===== config.mk =====
export PLATFORM = sky130hd
export DESIGN_NAME = hs_store
export DESIGN_NICKNAME = d
export VERILOG_FILES = /design/src/rtl/core/hs_pkg.sv /design/src/rtl/core/hs_store.sv
export SDC_FILE = /design/constraint.sdc
export NUM_CORES = 2
export LEC_CHECK = 0
export ABC_AREA = 0
export BUFFER_PORTS_ARGS = -buffer_cell sky130_fd_sc_hd__clkbuf_2
export CAP_MARGIN = 20
export CORE_ASPECT_RATIO = 1.1
export CORE_MARGIN = 3
export CORE_UTILIZATION = 45
export DETAILED_ROUTE_END_ITERATION = 16
export SYNTH_ARGS = -nofsm -noshare
export SYNTH_HDL_FRONTEND = slang
export SYNTH_SLANG_ARGS = --single-unit

===== constraint.sdc =====
create_clock -name clock -period 5.26 [get_ports clock]
set_input_delay 0.526 -clock clock [delete_from_list [all_inputs] [get_ports clock]]
set_output_delay 0.526 -clock clock [all_outputs]
set_load 0.1 [all_outputs]

===== src/rtl/core/hs_pkg.sv =====
// Shared types and constants for the chained hash set.
`default_nettype none

package hs_pkg;

   // Fixed field widths
   localparam int KEY_W   = 31;
   localparam int COUNT_W = 4;
   localparam int OP_W    = 2;

   // Request codes
   localparam logic [OP_W-1:0] OP_INSERT = 2'd0;
   localparam logic [OP_W-1:0] OP_QUERY  = 2'd1;
   localparam logic [OP_W-1:0] OP_DELETE = 2'd2;

   // Delete count saturates here
   localparam logic [COUNT_W-1:0] COUNT_MAX = 4'd15;

   typedef enum logic [2:0] {
      ST_CLEAR,
      ST_IDLE,
      ST_QUOT,
      ST_MOD,
      ST_READ,
      ST_CHECK,
      ST_RESP
   } state_type;

   typedef struct packed {
      logic [OP_W-1:0]  req_type;
      logic [KEY_W-1:0] key;
   } req_item_type;

   typedef struct packed {
      logic               found;
      logic               rejected;
      logic [COUNT_W-1:0] removed_count;
   } rsp_item_type;

   // One slot of the table: valid flag and stored key
   typedef struct packed {
      logic             valid;
      logic [KEY_W-1:0] key;
   } entry_type;

   // Shared subtract and compare unit
   typedef struct packed {
      logic [KEY_W-1:0] a;
      logic [KEY_W-1:0] b;
   } alu_in_type;

   typedef struct packed {
      logic [KEY_W-1:0] diff;
      logic             ge;
      logic             eq;
   } alu_out_type;

endpackage

`default_nettype wire


===== src/rtl/core/hs_store.sv =====
// Slot storage: one write or read address a cycle, registered read data.
`default_nettype none

module hs_store #(
   parameter int DEPTH = 88,
   parameter int AW    = 7
) (
   input  wire logic              clock,
   input  wire logic              wr_en,
   input  wire logic [AW-1:0]     addr,
   input  wire hs_pkg::entry_type wr_data,
   output hs_pkg::entry_type      rd_data
);
   import hs_pkg::*;

   entry_type slot_mem_ff [DEPTH];
   entry_type rd_data_ff;

   // Write port and registered read port share the address
   always_ff @(posedge clock) begin
      if (wr_en) begin
         slot_mem_ff[addr] <= wr_data;
      end
      rd_data_ff <= slot_mem_ff[addr];
   end

   assign rd_data = rd_data_ff;

endmodule

`default_nettype wire


==> impl_metrics.ini <==
[routing]
drt-vias-per-instance = 6.500
ant_nets = 0
wirelength_um = 346000
vias = 59542
drt_first_pass_iters = 6
wire_per_inst_um = 37.77
drc = 0
drt_iter0_drc = 9321

[timing]
setup_violations = 0
finalCriticalPeriod_ps = 3458
hold_viol = 0
slew_viol_final = 0
skew_ps = 61.37
whs_ps = 71.12
finalSetupTns_ps = 0
tightest_slew_ps = 1223
slew_headroom_pct = 18.47
fmax_mhz = 289.2
post-route-period-util_pct = 65.74
rsz0062_at_grt = false

[yosys]
yosys.area.top_type = edfxtp_1
synth_top_family_by_area = multiplexers
ys_async_sr_fraction_pct = 0
ys_top_cells_by_count = 2,816 x edfxtp_1, 393 x mux2i_1, 346 x mux4_2
ys_seq_elements = 2848
synth.top_cell.area_share_pct = 77.85
ys.flop_type = edfxtp_1
muxShareOfSynthArea_pct = 11.53
yosys.area_share.simple_pct = 1.914
synthCells = 5462
ys_warn_count = 0
synth.net_count = 5503
syn-cell-area_um2 = 108600
synth_most_common_cell = edfxtp_1
synthAdderAreaFrac_pct = 0
yosys.cell_types.count = 66
ys_seq_area_share_pct = 78.44
synth_compound_area_share_pct = 6.527
synth.top_cells.by_area = edfxtp_1 78%, mux4_2 7.2%, mux2i_1 3.6%
synthXorXnorAreaFrac_pct = 0
synth-edff-count = 2816
synth.avg_cell_area_um2 = 19.89

[place]
dp_hpwl_um = 201100
placed_cells = 8622
placed_area_um2 = 114700
io_buffers = 72
place_congestion = 0.8856

[critical_path]
path_class = input port to flop
cp-end-kind = flop
crit_required_ps = 6040
cp_max_fo = 25
critPathLaunchType = input port
worst_ep_arrival_time_ps = 4240
r2r_cells = 6

[power_and_ir_drop]
seqPwrFrac_pct = 51.2
pwr-share-clk_pct = 42.6
combinationalPowerShare_pct = 6.2
ir_drop_v = 0.0003558
total_leakage_power_uw = 0.03972
swShare_pct = 22.21
p_switching_uw = 10910
p_per_area_nw_per_um2 = 394.8
internal_power_uw = 38220

[clock_network]
clockBufferDepth = 4
htree_levels = 5
clock_sinks = 2848
clk_pin_slew_ps = 60
cts-buffers-inserted = 299
cts_tree = built
root_buffer = clkbuf_16
clock_latency_ps = 940

[cells_and_area]
fillers = 18607
stdcell_area_um2 = 124400
layout.nets = 5838
final_layout_size_suffix_gt1_share_pct = 22.21
final_cells = 9160
post-route-util_pct = 52.01
syn2layout_area_growth_pct = 14.55

[floorplanning]
die_w_um = 474.4
die_height_um = 521.3
rows = 188
start_util_pct = 45.40
core_area_um2 = 239200
design.die.area_um2 = 247300
ios = 73

[global_routing]
grt_pass1_vias = 58127
grt_pass1_wl_um = 475600
grt_use_total_pct = 27.75
gr-total-overflow = 0
antenna_found_initial = 28
grt_start_max_net_pins = 96

[run_status]
status = complete, no violations

[run]
maxCapViolCount = 0

[hold_path]
hold_depth = 1
hold_class = input port to flop
-- power groups by stage --
stage / Clock [uW] / Sequential (uW) / Combinational [uW]
final: 20900 / 25200 / 3050
after detailed placement: 0 / 25600 / 3000
after floorplan: 0 / 25800 / 1230
after global placement: 0 / 25600 / 2970
after global routing: 22000 / 25100 / 3120
after CTS: 21100 / 25200 / 3010
-- layout make-up --
type / instances / area, um^2 / area share, %
flip-flops and latches: 2848 / 85200 / 68.48
multi-input cells: 2263 / 22460 / 18.05
clock buffers: 387 / 8174 / 6.570
well taps: 3135 / 3923 / 3.153
repair buffers: 380 / 3196 / 2.568
clock inverters: 132 / 1411 / 1.134
inverters: 5 / 27.53 / 0.02212
diodes: 10 / 25.02 / 0.02011
-- metrics by stage --
step	setup slack [ps]	power [uW]
after floorplan	853.9	27060
final	1802	49130
after detailed placement	849.3	28640
after global routing	1881	50290
after CTS	1862	49300
after global placement	678.1	28610
-- kinds of logic (layout without fill, tap and decap cells) --
kind of cell,count (synthesis),count (layout)
DFF,2848,2848
buffers and inverters,351,904
AOI/OAI and AO/OA,960,960
and+or+nand+nor,493,493
muxes,810,810
other,0,10
-- sequential cells by signal, indices dropped and copies added, names as in the netlist --
name / cells
rd_data: 32
slot_mem_ff: 2816
-- path summary, 6_finish.rpt --
check	start	end	slack, ps
setup / recovery	addr[4]	rd_data[22]$_DFF_P_	1800
setup reg to reg	slot_mem_ff[20][15]$_DFFE_PP_	rd_data[15]$_DFF_P_	2460
hold / removal	wr_data[18]	slot_mem_ff[26][18]$_DFFE_PP_	70
hold reg to reg	slot_mem_ff[57][26]$_DFFE_PP_	rd_data[26]$_DFF_P_	720
-- repair_timing --
item / CTS / global route
hold buffers: 8 / 0
setup buffers: 0 / 0
resized for setup: 0 / 0
hold endpoints to repair: 94 / 0
-- critical path, stage by stage --
cell and delay, ps:
buf_6 310, buf_4 490, nor2b_2 820, buf_4 320, a22o_1 150, a221oi_1 50
a22oi_1 450, o221ai_1 490, a22o_1 490
-- layout by cell type (no fill, tap or decap), types with 88 or more instances in the layout --
master and count:
a22oi_1 172, nor2_4 88, mux2i_1 393, o21ai_0 94, o22ai_1 91, edfxtp_1 2816, a21oi_1 119, clkbuf_16 308
a221oi_1 229, nand2_1 175, buf_4 299, nor2_1 111, mux4_2 346
-- routing by layer --
layer  vias to the layer above  track usage (%)  wire length (um)
li1                      23587                -                 -
met1                     31419            37.10            128700
met2                      3867            42.90            160800
met3                       653            6.575             36860
met4                        16            13.76             19470
met5                         -                0                90
Note: power is estimated with default switching activity, not from simulation.
