===== src/rtl/core/hs_pkg.sv =====
// Shared types and constants for the chained hash set.
`default_nettype none

package hs_pkg;

   // Fixed field widths
   localparam int KEY_W   = 31;
   localparam int COUNT_W = 4;
   localparam int OP_W    = 2;

   // Request codes
   localparam logic [OP_W-1:0] OP_INSERT = 2'd0;
   localparam logic [OP_W-1:0] OP_QUERY  = 2'd1;
   localparam logic [OP_W-1:0] OP_DELETE = 2'd2;

   // Delete count saturates here
   localparam logic [COUNT_W-1:0] COUNT_MAX = 4'd15;

   typedef enum logic [2:0] {
      ST_CLEAR,
      ST_IDLE,
      ST_QUOT,
      ST_MOD,
      ST_READ,
      ST_CHECK,
      ST_RESP
   } state_type;

   typedef struct packed {
      logic [OP_W-1:0]  req_type;
      logic [KEY_W-1:0] key;
   } req_item_type;

   typedef struct packed {
      logic               found;
      logic               rejected;
      logic [COUNT_W-1:0] removed_count;
   } rsp_item_type;

   // One slot of the table: valid flag and stored key
   typedef struct packed {
      logic             valid;
      logic [KEY_W-1:0] key;
   } entry_type;

   // Shared subtract and compare unit
   typedef struct packed {
      logic [KEY_W-1:0] a;
      logic [KEY_W-1:0] b;
   } alu_in_type;

   typedef struct packed {
      logic [KEY_W-1:0] diff;
      logic             ge;
      logic             eq;
   } alu_out_type;

endpackage

`default_nettype wire


===== src/rtl/core/hs_alu.sv =====
// Shared subtract and compare unit used for the remainder steps and the slot compares.
`default_nettype none

module hs_alu (
   input  wire hs_pkg::alu_in_type alu_i,
   output hs_pkg::alu_out_type     alu_o
);
   import hs_pkg::*;

   logic [KEY_W:0] sub;

   // Subtract with borrow out; no borrow means a >= b
   assign sub = {1'b0, alu_i.a} - {1'b0, alu_i.b};

   assign alu_o.diff = sub[KEY_W-1:0];
   assign alu_o.ge   = ~sub[KEY_W];
   assign alu_o.eq   = (alu_i.a == alu_i.b);

endmodule

`default_nettype wire


===== config.mk =====
export PLATFORM = sky130hd
export DESIGN_NAME = hs_alu
export DESIGN_NICKNAME = d
export VERILOG_FILES = /design/src/rtl/core/hs_pkg.sv /design/src/rtl/core/hs_alu.sv
export SDC_FILE = /design/constraint.sdc
export NUM_CORES = 1
export LEC_CHECK = 0
export BUFFER_PORTS_ARGS = -buffer_cell sky130_fd_sc_hd__buf_2
export CAP_MARGIN = 20
export CORE_UTILIZATION = 44
export DETAILED_ROUTE_END_ITERATION = 7
export PLACE_DENSITY_LB_ADDON = 0.12
export SYNTH_ARGS = -nofsm -noshare
export SYNTH_HDL_FRONTEND = slang
export SYNTH_SLANG_ARGS = --single-unit

===== constraint.sdc =====
create_clock -name vclk -period 2
set_input_delay 0 -clock vclk [all_inputs]
set_output_delay 0 -clock vclk [all_outputs]
set_load 0.1 [all_outputs]

==> reports/qor.yml, run 1 <==
status:
  status: "aborted with a tool error"
  lastStage: "clock tree synthesis"
  toolErrorMsg: "[ERROR DPL-0038] Utilization greater than 100%, impossible to legalize"
clock_network:
  cts_setup_buffers: 14
  cts_hold_buf: 0
  ctsResizeCount: 87
synthesis:
  yosysMostFrequentCell: "inv_1"
  synth_area_leader_cell: "ha_1"
  syn_nets: 372
  netlist_area_sq_mm: 0.00186
  ys_types: 44
  postSynthCellCount: 278
  yosysWarnings: 0
  synth.area.top_cells: "ha_1, a21oi_1, inv_1"
  ys_seq_area_share_pct: 0
  syn_avg_cell_area_sq_um: 6.68
  synth_common_cells: "inv_1, a21oi_1, ha_1, o21ai_0, nand2_1"
  netlist.area_leader.share_pct: 20.9
floorplan:
  initial_core_util_pct: 46.1
  die_h_um: 67.0
  chipWidth_um: 67.0
  ios: 95
  rows: 23
placed_design:
  gp_congestion: 0.883
  place_ws_ns: -0.512
  place_hpwl_mm: 8.05
  dp.cells: 485
  portBuffers: 95
  placed_area_sq_mm: 0.00387
## cell families after synthesis
| group | Yosys count | share of synthesized area, % |
|---|---|---|
| xor gates and xnor gates | 27 | 12.7 |
| AOI/OAI and AO/OA | 101 | 36.5 |
| and+or+nand+nor | 67 | 18.3 |
| buffers and inverters | 51 | 10.4 |
| adders and majority gates | 32 | 22.0 |
## metrics by stage
step	TNS, ns	hold WS [ns]	util [%]
after global placement	-2.99	0.529	96.1
after detailed placement	-5.82	0.528	96.1
after floorplan	-5.36	0.380	-
==> inputs of run 2 (changes only) <==
--- a/config.mk
+++ b/config.mk
@@ -7,9 +7,9 @@
 export LEC_CHECK = 0
 export BUFFER_PORTS_ARGS = -buffer_cell sky130_fd_sc_hd__buf_2
 export CAP_MARGIN = 20
-export CORE_UTILIZATION = 44
+export CORE_UTILIZATION = 40
 export DETAILED_ROUTE_END_ITERATION = 7
-export PLACE_DENSITY_LB_ADDON = 0.12
+export PLACE_DENSITY_LB_ADDON = 0.15
 export SYNTH_ARGS = -nofsm -noshare
 export SYNTH_HDL_FRONTEND = slang
 export SYNTH_SLANG_ARGS = --single-unit
==> constraint.sdc (replaced) <==
create_clock -name vclk -period 2.6
set_input_delay 0 -clock vclk [all_inputs]
set_output_delay 0 -clock vclk [all_outputs]
set_load 0.1 [all_outputs]
==> run 2 against run 1 <==
  * Synthesized cell count did not move
  * Area after synthesis did not move
  * The flow now finishes without violations
==> reports/qor.yml, run 2 <==
grt:
  antenna_found_initial: 0
  overflow: 0
  grt_pass1_wl_mm: 8.70
  grt_pass1_vias: 2085
  grt_use_total_pct: 20.2
  grt_max_degree: 10
floorplan:
  coreArea_sq_mm: 0.00441
  die_h_um: 70.1
  ios: 95
  chipWidth_um: 70.1
  die-area_sq_mm: 0.00492
  rows: 24
  initial_core_util_pct: 42.1
cells_and_area:
  multi_input_area_sq_mm: 0.00184
  postLayoutCoreUtil_pct: 66.0
  seq_cell_count: 0
  layout-drive-gt1-share_pct: 37.1
  clock_buffers: 0
  syn2layout_area_growth_pct: 56.9
  fin_nets: 471
  diodes: 0
  num-fill-cells: 410
  finalInstanceArea_sq_mm: 0.00291
  seqCellArea_sq_um: 0
  layout_commonest_cell: "buf_2"
  layout_common_cells: "buf_2, inv_1, a21oi_1, ha_1, o21ai_0"
critical_path:
  cp-startpoint: "alu_i[31]"
  cp-end-kind: "primary output"
  required_ns: 2.60
  path_class: "in -> out"
  arrival_ns: 2.48
  crit_fanout: 5
  start_kind: "input port"
power_and_ir_drop:
  swShare_pct: 68.0
  p_int_mw: 0.563
  combPwrFrac_pct: 100.0
  power_density_mw_per_mm2: 603
  leakagePower_nw: 1.55
  p_switching_mw: 1.19
  ir_drop_mv: 0.374
  p_clk_share_pct: 0
  power_frac_seq_pct: 0
drt:
  ant_nets: 0
  drt_iter0_markers: 111
  vias: 2288
  via_per_inst: 5.36
  wirelength_mm: 4.99
  drc: 0
  first_pass_iters: 4
  wire_per_inst_um: 11.7
synthesis:
  muxShareOfSynthArea_pct: 0
  syn_nets: 372
  ys_types: 44
  postSynthCellCount: 278
  synth.area.top_cells: "ha_1, a21oi_1, inv_1"
  yosysMostFrequentCell: "inv_1"
  synthAdderAreaFrac_pct: 22.0
  synth_top_family_by_area: "compound AO/OA/AOI/OAI gates"
  synth_xor_area_share_pct: 12.7
  synth_compound_area_share_pct: 36.5
  synth_area_leader_cell: "ha_1"
  netlist_area_sq_mm: 0.00186
  synth_common_cells: "inv_1, a21oi_1, ha_1, o21ai_0, nand2_1"
  yosysWarnings: 0
  ys_seq_area_share_pct: 0
  synth-simple-area-share_pct: 18.3
  syn_avg_cell_area_sq_um: 6.68
  netlist.area_leader.share_pct: 20.9
clock_network:
  cts_hold_buf: 0
  cts_setup_buffers: 0
placed_design:
  placed_area_sq_mm: 0.00290
  gp_congestion: 0.889
  place_hpwl_mm: 4.39
  portBuffers: 95
timing:
  hold_viol: 0
  rsz0062_at_grt: "false"
  slew-limit-headroom_pct: 67.3
  holdWs_ns: 0.532
  max_freq_mhz: 403
  worstMarginPinSlew_ns: 0.494
  setup_viol: 0
  slew_viol_final: 0
  post-route-period-util_pct: 95.3
  min_period_ns: 2.48
hold_path:
  hp-start: "alu_i[0]"
  hold_class: "in -> out"
status:
  status: "finished, final reports clean"
job:
  cap_violations: 0
==> run 2: final cells by class <==
cell class	instances	share of cell area, %
tap	52	2.23
inverter	40	5.15
timing repair buffer	108	29.5
multi-input combinational	227	63.2
==> run 2: worst max-delay path: stages <==
cell	delay, ns
buf_2	0.09
inv_1	0.04
ha_1	0.17
fa_2	0.26
nor2b_4	0.05
o31a_4	0.30
a311oi_4	0.32
o21ai_2	0.11
a221o_2	0.45
a221oi_4	0.32
xnor2_2	0.16
buf_12	0.20
==> run 2: worst paths after layout <==
kind | end | cells past startpoint | slack (ns)
max | alu_o[30] | 12 | 0.12
min | alu_o[2] | 4 | 0.53
==> run 2: repair_timing <==
item / CTS / global route
resized for setup: 0 / 4
setup endpoints to repair: 0 / 4
hold endpoints to repair: 0 / 0
==> run 2: power by group through the flow <==
stage / clock (mW) / combinational (mW) / sequential, mW
after floorplan: 0 / 1.26 / 0
after global placement: 0 / 1.74 / 0
after detailed placement: 0 / 1.75 / 0
after CTS: 0 / 1.76 / 0
after global routing: 0 / 1.83 / 0
final: 0 / 1.76 / 0
==> run 2: kinds of logic (layout without fill, tap and decap cells) <==
group	after synthesis	count (layout)
xor gates and xnor gates	27	27
buffers and inverters	51	148
adders and majority gates	32	32
AOI/OAI and AO/OA	101	101
and+or+nand+nor	67	67
==> run 2: routing by layer <==
metal  wire length, um  GRT usage, %
met5                 0             0
met1              2340          28.0
met3               218         0.289
met2              2430          37.0
met4                 0         0.222
==> run 2: stage by stage <==
stage | power [mW] | cells | setup TNS [ns] | setup WS (ns)
6_report | 1.76 | 427 | 0 | 0.122
5_1_grt | 1.83 | 427 | 0 | 0.0257
2_1_floorplan | 1.26 | 278 | -1.42 | -0.589
3_3_place_gp | 1.74 | 427 | 0 | 0.0860
4_1_cts | 1.76 | 427 | 0 | 0.0183
3_5_place_dp | 1.75 | 427 | 0 | 0.0287
(Power assumes the default switching activity.)
